`src/hw/rtl/rtpf_pkg.sv`:
```
// ----------------------------------------------------------------------------
// rtpf_pkg
// Shared constants, types and helpers of the ring topology parent finder.
// ----------------------------------------------------------------------------
`default_nettype none

package rtpf_pkg;

  // Largest table size; slave numbers at or above it overflow.
  localparam int MAX_SLAVES = 256;
  // Width of a slave number, wide enough to hold MAX_SLAVES itself.
  localparam int SLV_W      = $clog2(MAX_SLAVES) + 1;
  // Width of a table index and of the parent field.
  localparam int IDX_W      = $clog2(MAX_SLAVES);
  // Signed branch counter: worst case is +3 for every earlier slave.
  localparam int BR_W       = $clog2(MAX_SLAVES) + 3;
  localparam int PC_W       = 3;
  localparam int MASK_W     = 4;

  // Bit positions of the link and feature flags.
  localparam int LINK_PORT0_BIT = 9;
  localparam int LINK_PORT1_BIT = 11;
  localparam int LINK_PORT2_BIT = 13;
  localparam int LINK_PORT3_BIT = 15;
  localparam int FEAT_CLOCK_BIT = 2;

  // Port counts that move the branch counter.
  localparam logic [PC_W-1:0] PC_ONE   = 3'd1;
  localparam logic [PC_W-1:0] PC_THREE = 3'd3;
  localparam logic [PC_W-1:0] PC_FOUR  = 3'd4;

  // Commands from the controller to the datapath.
  typedef struct packed {
    logic accept;    // latch a new request and write its port count
    logic step;      // evaluate one earlier slave of the backward walk
    logic load_out;  // move the finished result into the output register
  } rtpf_cmd_t;

  // Status from the datapath to the controller.
  typedef struct packed {
    logic walk_needed;  // accepted request has a parent walk to do
    logic walk_done;    // current walk step found the parent
    logic out_free;     // output register can take a result this cycle
  } rtpf_sts_t;

  // Change of the branch counter caused by one slave's port count.
  function automatic logic signed [BR_W-1:0] branch_delta(input logic [PC_W-1:0] pc);
    logic signed [BR_W-1:0] d;
    d = '0;
    if (pc == PC_ONE) begin
      d = -BR_W'(signed'(1));
    end else if (pc == PC_THREE) begin
      d = BR_W'(signed'(2));
    end else if (pc == PC_FOUR) begin
      d = BR_W'(signed'(3));
    end
    return d;
  endfunction

endpackage

`default_nettype wire

```
`src/hw/rtl/rtpf_ctrl.sv`:
```
// ----------------------------------------------------------------------------
// rtpf_ctrl
// Controller of the parent finder: accept, backward walk, result hand-off.
// ----------------------------------------------------------------------------
`default_nettype none

module rtpf_ctrl (
  input  wire logic               clk,
  input  wire logic               rst_n,
  input  wire logic               in_tvalid,
  output logic                    in_tready,
  output rtpf_pkg::rtpf_cmd_t     cmd,
  input  wire rtpf_pkg::rtpf_sts_t sts
);
  import rtpf_pkg::*;

  typedef enum logic [2:0] {
    ST_IDLE = 3'b001,
    ST_WALK = 3'b010,
    ST_DONE = 3'b100
  } state_t;

  state_t state_r, state_nxt;

  always_comb begin
    state_nxt    = state_r;
    in_tready    = 1'b0;
    cmd          = '0;
    unique case (state_r)
      ST_IDLE: begin
        in_tready  = 1'b1;
        cmd.accept = in_tvalid;
        if (in_tvalid) begin
          state_nxt = sts.walk_needed ? ST_WALK : ST_DONE;
        end
      end
      ST_WALK: begin
        cmd.step = 1'b1;
        if (sts.walk_done) begin
          state_nxt = ST_DONE;
        end
      end
      ST_DONE: begin
        if (sts.out_free) begin
          cmd.load_out = 1'b1;
          state_nxt    = ST_IDLE;
        end
      end
      default: begin
        state_nxt = ST_IDLE;
      end
    endcase
  end

  always_ff @(posedge clk) begin
    if (!rst_n) begin
      state_r <= ST_IDLE;
    end else begin
      state_r <= state_nxt;
    end
  end

`ifndef SYNTHESIS
  // The result never overwrites one that is still waiting downstream.
  a_load_needs_room: assert property (@(posedge clk) disable iff (!rst_n)
    cmd.load_out |-> sts.out_free)
    else $error("result loaded into a busy output register");

  // A finished walk always hands over to the result stage.
  a_walk_to_done: assert property (@(posedge clk) disable iff (!rst_n)
    (state_r == ST_WALK && sts.walk_done) |=> state_r == ST_DONE)
    else $error("walk finished without moving to result stage");

  // Only one request is in work at a time.
  a_no_accept_busy: assert property (@(posedge clk) disable iff (!rst_n)
    (state_r == ST_WALK || state_r == ST_DONE) |-> !cmd.accept)
    else $error("request accepted while busy");
`endif

endmodule

`default_nettype wire

```
`src/hw/rtl/rtpf_dp.sv`:
```
// ----------------------------------------------------------------------------
// rtpf_dp
// Datapath: slave numbering, link decode, port count table, walk, output.
// ----------------------------------------------------------------------------
`default_nettype none

module rtpf_dp (
  input  wire logic                            clk,
  input  wire logic                            rst_n,
  input  wire logic                            first_slave,
  input  wire logic [15:0]                     link_status,
  input  wire logic [15:0]                     feature_word,
  input  wire rtpf_pkg::rtpf_cmd_t             cmd,
  output rtpf_pkg::rtpf_sts_t                  sts,
  input  wire logic                            out_ready,
  output logic                                 out_valid,
  output logic [rtpf_pkg::SLV_W-1:0]           out_slave_number,
  output logic [rtpf_pkg::IDX_W-1:0]           out_parent_slave,
  output logic [rtpf_pkg::PC_W-1:0]            out_port_count,
  output logic [rtpf_pkg::MASK_W-1:0]          out_active_ports,
  output logic                                 out_clock_capable,
  output logic                                 out_overflow
);
  import rtpf_pkg::*;

  // Port count table, undefined until written.
  logic [PC_W-1:0] pc_mem [MAX_SLAVES];
  logic [PC_W-1:0] rd_data_r;
  logic [IDX_W-1:0] rd_addr;

  logic [SLV_W-1:0]  sc_r, sc_nxt;
  logic              ovf_in;
  logic [MASK_W-1:0] mask_in;
  logic [PC_W-1:0]   cnt_in;
  logic [IDX_W-1:0]  first_look;

  // Working copy of the request in flight.
  logic [SLV_W-1:0]       sn_r;
  logic [PC_W-1:0]        cnt_r;
  logic [MASK_W-1:0]      mask_r;
  logic                   clk_cap_r;
  logic                   ovf_r;
  logic [IDX_W-1:0]       parent_r;
  logic [IDX_W-1:0]       look_r;
  logic signed [BR_W-1:0] branch_r, branch_new;

  // Output register.
  logic              out_valid_r;
  logic [SLV_W-1:0]  o_sn_r;
  logic [IDX_W-1:0]  o_parent_r;
  logic [PC_W-1:0]   o_cnt_r;
  logic [MASK_W-1:0] o_mask_r;
  logic              o_clk_r;
  logic              o_ovf_r;

  always_comb begin
    if (first_slave) begin
      sc_nxt = SLV_W'(1);
    end else if (sc_r < SLV_W'(MAX_SLAVES)) begin
      sc_nxt = sc_r + SLV_W'(1);
    end else begin
      sc_nxt = sc_r;
    end
  end

  assign ovf_in  = (sc_nxt >= SLV_W'(MAX_SLAVES));
  assign mask_in = {link_status[LINK_PORT3_BIT], link_status[LINK_PORT2_BIT],
                    link_status[LINK_PORT1_BIT], link_status[LINK_PORT0_BIT]};
  assign cnt_in  = PC_W'(mask_in[0]) + PC_W'(mask_in[1])
                 + PC_W'(mask_in[2]) + PC_W'(mask_in[3]);
  assign first_look = IDX_W'(sc_nxt - SLV_W'(1));

  // Prefetch: the read issued now returns the next slave to evaluate.
  assign rd_addr = cmd.accept ? first_look : (look_r - IDX_W'(1));

  always_ff @(posedge clk) begin
    if (cmd.accept && !ovf_in) begin
      pc_mem[sc_nxt[IDX_W-1:0]] <= cnt_in;
    end
    rd_data_r <= pc_mem[rd_addr];
  end

  assign branch_new = branch_r + branch_delta(rd_data_r);

  always_comb begin
    sts.walk_needed = !ovf_in && (sc_nxt > SLV_W'(1));
    sts.walk_done   = ((branch_new > BR_W'(signed'(0))) && (rd_data_r > PC_W'(1)))
                    || (look_r <= IDX_W'(1));
    sts.out_free    = !out_valid_r || out_ready;
  end

  always_ff @(posedge clk) begin
    if (!rst_n) begin
      sc_r <= '0;
    end else if (cmd.accept) begin
      sc_r <= sc_nxt;
    end
  end

  always_ff @(posedge clk) begin
    if (cmd.accept) begin
      sn_r      <= sc_nxt;
      cnt_r     <= cnt_in;
      mask_r    <= mask_in;
      clk_cap_r <= feature_word[FEAT_CLOCK_BIT];
      ovf_r     <= ovf_in;
      parent_r  <= '0;
      look_r    <= first_look;
      branch_r  <= '0;
    end else if (cmd.step) begin
      if (sts.walk_done) begin
        parent_r <= look_r;
      end else begin
        look_r   <= look_r - IDX_W'(1);
        branch_r <= branch_new;
      end
    end
  end

  always_ff @(posedge clk) begin
    if (!rst_n) begin
      out_valid_r <= 1'b0;
    end else if (cmd.load_out) begin
      out_valid_r <= 1'b1;
    end else if (out_ready) begin
      out_valid_r <= 1'b0;
    end
  end

  always_ff @(posedge clk) begin
    if (cmd.load_out) begin
      o_sn_r     <= sn_r;
      o_parent_r <= parent_r;
      o_cnt_r    <= cnt_r;
      o_mask_r   <= mask_r;
      o_clk_r    <= clk_cap_r;
      o_ovf_r    <= ovf_r;
    end
  end

  assign out_valid         = out_valid_r;
  assign out_slave_number  = o_sn_r;
  assign out_parent_slave  = o_parent_r;
  assign out_port_count    = o_cnt_r;
  assign out_active_ports  = o_mask_r;
  assign out_clock_capable = o_clk_r;
  assign out_overflow      = o_ovf_r;

`ifndef SYNTHESIS
  // The walk never evaluates below slave 1.
  a_walk_in_range: assert property (@(posedge clk) disable iff (!rst_n)
    cmd.step |-> look_r != '0)
    else $error("walk stepped past slave 1");

  // An overflowing slave reports the master as parent.
  a_ovf_parent: assert property (@(posedge clk) disable iff (!rst_n)
    (out_valid_r && o_ovf_r) |-> o_parent_r == '0)
    else $error("overflow result with nonzero parent");

  // A parent always lies before the slave itself.
  a_parent_before: assert property (@(posedge clk) disable iff (!rst_n)
    out_valid_r |-> (SLV_W'(o_parent_r) < o_sn_r))
    else $error("parent not ahead of slave on the bus");
`endif

endmodule

`default_nettype wire

```
`src/hw/rtl/ring_topology_parent_finder_unit.sv`:
```
// ----------------------------------------------------------------------------
// ring_topology_parent_finder_unit
// Numbers bus slaves, decodes their links and finds each one's parent.
// ----------------------------------------------------------------------------
`default_nettype none

// Each request describes one slave, in bus order, and gives one response.
// Slave 1, an overflowing slave and any slave that needs no walk pass to
// the result stage without a walk. Otherwise the block walks back over the
// stored port counts of earlier slaves, one slave per cycle through a
// single read port of the port count table, visiting at most the slave
// number minus one earlier slaves. One request is in work at a time; the
// input is ready again as soon as the response sits in the output
// register, even if the downstream side has not taken it yet. Numbering
// restarts at 1 whenever in_tuser is set, and otherwise counts up from the
// last slave, saturating at the table size, where overflow is flagged, the
// parent reads 0 and nothing is stored. The table needs no clearing after
// reset: a walk only visits slaves of the current numbering run.
module ring_topology_parent_finder_unit (
  input  wire logic        clk,
  input  wire logic        rst_n,
  input  wire logic        in_tvalid,
  output logic             in_tready,
  input  wire logic [31:0] in_tdata,   // [15:0] link_status, [31:16] feature_word
  input  wire logic [0:0]  in_tuser,   // [0] first_slave
  output logic             out_tvalid,
  input  wire logic        out_tready,
  output logic [31:0]      out_tdata,  // [8:0] slave_number, [16:9] parent_slave,
                                       // [19:17] port_count, [23:20] active_ports,
                                       // [24] clock_capable, [31:25] zero
  output logic [0:0]       out_tuser   // [0] overflow
);
  import rtpf_pkg::*;

  rtpf_cmd_t cmd;
  rtpf_sts_t sts;

  logic [SLV_W-1:0]  slave_number;
  logic [IDX_W-1:0]  parent_slave;
  logic [PC_W-1:0]   port_count;
  logic [MASK_W-1:0] active_ports;
  logic              clock_capable;
  logic              overflow;

  rtpf_ctrl u_ctrl (
    .clk       (clk),
    .rst_n     (rst_n),
    .in_tvalid (in_tvalid),
    .in_tready (in_tready),
    .cmd       (cmd),
    .sts       (sts)
  );

  rtpf_dp u_dp (
    .clk               (clk),
    .rst_n             (rst_n),
    .first_slave       (in_tuser[0]),
    .link_status       (in_tdata[15:0]),
    .feature_word      (in_tdata[31:16]),
    .cmd               (cmd),
    .sts               (sts),
    .out_ready         (out_tready),
    .out_valid         (out_tvalid),
    .out_slave_number  (slave_number),
    .out_parent_slave  (parent_slave),
    .out_port_count    (port_count),
    .out_active_ports  (active_ports),
    .out_clock_capable (clock_capable),
    .out_overflow      (overflow)
  );

  // Pack the response fields from the lowest bit up, zero filled to 32 bits.
  assign out_tdata = {7'd0, clock_capable, active_ports, port_count,
                      parent_slave, slave_number};
  assign out_tuser = overflow;

endmodule

`default_nettype wire
```
`config.mk`:
```
export PLATFORM = sky130hd
export DESIGN_NAME = ring_topology_parent_finder_unit
export DESIGN_NICKNAME = d
export VERILOG_FILES = /design/src/hw/rtl/rtpf_pkg.sv /design/src/hw/rtl/rtpf_ctrl.sv /design/src/hw/rtl/rtpf_dp.sv /design/src/hw/rtl/ring_topology_parent_finder_unit.sv
export SDC_FILE = /design/constraint.sdc
export NUM_CORES = 1
export LEC_CHECK = 0
export ABC_AREA = 1
export BUFFER_PORTS_ARGS = -buffer_cell sky130_fd_sc_hd__clkbuf_2
export CORE_MARGIN = 5
export CORE_UTILIZATION = 48
export DETAILED_ROUTE_END_ITERATION = 8
export GPL_ROUTABILITY_DRIVEN = 0
export PLACE_DENSITY = 0.7
export SLEW_MARGIN = 20
export SYNTH_ARGS = -nofsm -noshare
export SYNTH_HDL_FRONTEND = slang
export SYNTH_HIERARCHICAL = 1
export SYNTH_SLANG_ARGS = --single-unit
```
`constraint.sdc`:
```
create_clock -name clk -period 5.05 [get_ports clk]
set_input_delay 0.2525 -clock clk [delete_from_list [all_inputs] [get_ports clk]]
set_output_delay 0.2525 -clock clk [all_outputs]
set_load 0.005 [all_outputs]
```
==> results by group <==
Final layout
  • Final Core Density: 53.0%
  • Antenna diode instance count: 0
  • Final net count: slightly below 4,000
  • Area occupied by multi-input gates: around 11,000 um2
  • Final non-filler cell total: 4,972
  • Cell area after layout: 43,400 um2
  • Sequential cell area: between 20,000 and 30,000 um2
  • Layout cell share with drive strength beyond 1: 7.25%
  • Growth of design area from synthesis to finish: 10.0%
  • Number of fill cells: around 7,000

Power and ir drop
  • Worst voltage drop across the vdd grid: 1020 uV
  • Proportion of power drawn by the clock network: 23.7%
  • Relative contribution of combinational cells to total power: 45.4%
  • Switching Fraction: 42.8%
  • Fraction of power consumed by sequential logic: 30.9%
  • Internal cell power: roughly 15 mW
  • Overall power after layout: 27.0 mW
  • Leak Pwr: 17.1 nW
  • Total power density per cell area: between 600 and 700 nW/um2
  • Sw power: 11.6 mW

Min path
  • Hold Path Sink: u_ctrl/state_r[0]
  • Launch instance of the worst min-delay path: in_tvalid
  • Hold Path Cell Cnt: 4
  • Classification of the worst-slack hold path: in2reg

Detailed routing
  • Antenna violation net count after detailed routing: 0
  • First-pass iteration count of the detailed router: 6
  • Residual DRC: 0
  • Overall routed net length: 94,400 um
  • Vias per std cell: roughly 5.4
  • Violation count after the first detailed-routing iteration: 2,464
  • Vias after detailed routing: approximately 27,000
  • Drt wl/cell: 19.0 um

Clock tree
  • # H-tree levels: 3
  • CTS root buf: sky130_fd_sc_hd__clkbuf_16
  • Worst-case clock buffer depth: 3
  • Worst-Skew Late Latency: 0.64 ns
  • Clock slew seen by the registers of the worst setup and hold paths: 0.06 ns
  • Clk sink count: 853
  • Post-CTS resize count: 0
  • Clock tree from TritonCTS: yes
  • CTS buffer count: 87

STA
  • Setup TNS: 0 ns
  • Final setup viols: 0
  • Crit path time final: 4.01 ns
  • Number of failing hold endpoints at the final stage: 0
  • Final hold slack: just under 0.04 ns
  • Final worst setup slack: 1.04 ns
  • Crit share post-route: 79.3%
  • RSZ-0062 raised after global routing: false
  • F_max: 250 MHz
  • Slew Limit Fails: 0
  • Worst-Margin Slew: 1.15 ns
  • Headroom to the max-slew limit: a little under a quarter
  • Setup clock skew after layout: 0.0237 ns

Flow run
  • Max-cap check violation count: 0

Critical path
  • R2r worst-path depth: 16
  • Class of the most critical setup path: reg2reg
  • Crit path max fanout: 186
  • Worst reg2reg endpoint: u_dp/rd_data_r[2]
  • Startpoint of the lowest-slack register-to-register path: u_dp/sc_r[0]
  • Slowest cell on the critical path: sky130_fd_sc_hd__buf_12
  • Critical path capture point type: flip-flop
  • Most used cell, CP: sky130_fd_sc_hd__nand3_1
  • Ordered cell list for the critical path: ha_1 > inv_1 > nand2_1 > nand3_1 > ha_1 > or2_1 > o21ai_4 > buf_12 > nand3_1 > nand3_1 > nand3_1 > nand3_1 > nand3_1 > nand3_1 > nand3_1 > nand2_1
  • Flop2flop setup slack: roughly 1.0 ns
  • Slowest Stage Delay on Critical Path: 0.75 ns
  • Critical Path Start Type: flip-flop
  • CP required: between 5 and 6 ns
  • CP arrival: 4.57 ns

Global routing
  • Pin count of the biggest net entering global routing: 226
  • Via count of the first global-routing pass: 25,967
  • Remaining global-route overflow: 0
  • GRT Total Usage: approximately a fifth
  • Initial antenna violation count: 0
  • Wire length of the first global-routing pass: 146,000 um

Logic synthesis
  • Number of enable-type register cells in the synthesized netlist: 818
  • Cell count after synthesis: between 3,000 and 4,000
  • Mapped Area: 39,500 um2
  • Leading register cell type out of synthesis: sky130_fd_sc_hd__edfxtp_1
  • Yosys reg bits: between 800 and 900
  • Distinct cell type count of the synthesized netlist: 43
  • Cell with the most instances after synthesis: sky130_fd_sc_hd__edfxtp_1
  • Sequential-to-total area share from yosys stat: 64.0%
  • List of most frequent post-synthesis cells: 818 x sky130_fd_sc_hd__edfxtp_1, 735 x sky130_fd_sc_hd__nand3_1, 724 x sky130_fd_sc_hd__nand2_1
  • Syn_area_per_cell: 10.1 um2
  • Proportion of register bits with asynchronous set or reset after synthesis: 0%
  • Leading cell types by total area after synthesis: sky130_fd_sc_hd__edfxtp_1 62%, sky130_fd_sc_hd__nand3_1 9.3%, sky130_fd_sc_hd__nand2_1 6.9%
  • Synth top area share: between 60 and 70%
  • Yosys warnings: 6
  • Cell type contributing the most total cell area after synthesis: sky130_fd_sc_hd__edfxtp_1

Placed design
  • Placement Setup Slack: 1.20 ns
  • Placed Cells incl. Taps: 4,805
  • Port buffer count: 37
  • Area after detailed placement: roughly 40,000 um2
  • Final HPWL from detailed placement: 52,700 um

Floorplan
  • Standard cell core area: approximately 80,000 um2
  • Initial cell density of the core: 48.2%
  • Horiz. Die Dim: 297 um
  • Number of top-level design ports: 72
  • Die outline height: roughly 300 um
  • Row cnt: 105
  • Total Die Area: 88,000 um2

Run status
  • Outcome: finished clean
==> power by group through the flow <==
stage               logic, mW  clock network, mW  registers, mW
detailed placement       12.1                  0           8.52
CTS                      12.1               6.51           8.37
global route             13.4               6.82           8.39
global placement         11.9                  0           8.51
finish                   12.3               6.40           8.37
floorplan                8.64                  0           8.52
==> logic make-up (layout without fill, tap and decap cells) <==
group	Yosys count	count (layout)	share of synthesized area (%)
xor gates and xnor gates	11	11	0.244
DFF	853	853	64.0
AOI/OAI and AO/OA	104	104	1.46
other	1	7	0.00950
buffers and inverters	804	812	8.38
and+or+nand+nor	2093	2093	25.2
adders and majority gates	22	22	0.736
==> repair_timing <==
item	CTS	global route
hold buffers	8	0
setup buffers	0	0
endpoints found under the hold margin	15	0
==> layout make-up <==
cell class | count | area share (%)
clock inverter | 50 | 1.27
inverter | 554 | 4.81
clock buffer | 109 | 5.30
sequential | 853 | 58.2
timing repair buffer | 99 | 1.95
multi-input combinational | 2237 | 25.4
tap | 1070 | 3.08
==> per-layer routing <==
metal	GRT usage, %	part of all wire [%]	vias up
li1	-	-	12899
met1	27.1	40	12870
met2	35.5	48	1071
met3	3.42	8.0	199
met4	8.26	3.8	0
met5	0	0	-
==> worst max-delay path by stage <==
stage,start,endpoint,depth (start not counted)
2_1_floorplan,in_tdata[9],u_dp/cnt_r[0],4
3_3_place_gp,u_dp/sc_r[0],u_dp/rd_data_r[1],18
3_5_place_dp,u_dp/sc_r[0],u_dp/rd_data_r[1],18
4_1_cts,u_dp/sc_r[0],u_dp/rd_data_r[2],16
5_1_grt,u_dp/sc_r[0],u_dp/rd_data_r[2],18
6_report,u_dp/sc_r[0],u_dp/rd_data_r[2],16
==> sequential cells by signal (all words and copies together), names as in the netlist <==
signal                  count
u_dp/look_r                 8
u_dp/rd_data_r              3
u_dp/out_clock_capable      1
u_dp/out_valid              1
u_dp/out_active_ports       4
u_dp/mask_r                 4
u_dp/clk_cap_r              1
u_dp/out_port_count         3
u_dp/sn_r                   9
u_dp/out_parent_slave       8
u_dp/sc_r                   9
u_dp/branch_r              11
u_dp/parent_r               8
u_dp/cnt_r                  3
u_dp/out_slave_number       9
u_dp/pc_mem               768
u_ctrl/state_r              3
==> worst max-delay path, delay by kind of cell (launching register included) <==
kind | cells | cell delay [ns]
adder cells (fa/ha/maj) | 2 | 0.67
AO/OA/AOI/OAI | 1 | 0.19
AND/OR/NAND/NOR | 11 | 1.79
flip-flops | 1 | 0.37
buffers and inverters | 2 | 0.80
==> cells in the final DEF, fill, tap and decap left out, types with 35 or more instances in the layout <==
cell                          n
sky130_fd_sc_hd__edfxtp_1   818
sky130_fd_sc_hd__inv_1      533
sky130_fd_sc_hd__o21ai_0     56
sky130_fd_sc_hd__dfxtp_1     35
sky130_fd_sc_hd__nand3_1    735
sky130_fd_sc_hd__clkbuf_16   89
sky130_fd_sc_hd__clkbuf_2    37
sky130_fd_sc_hd__nand3b_1   251
sky130_fd_sc_hd__buf_4       40
sky130_fd_sc_hd__nand2_1    717
sky130_fd_sc_hd__nor2_1     332
Note: power is estimated with default switching activity, not from simulation.
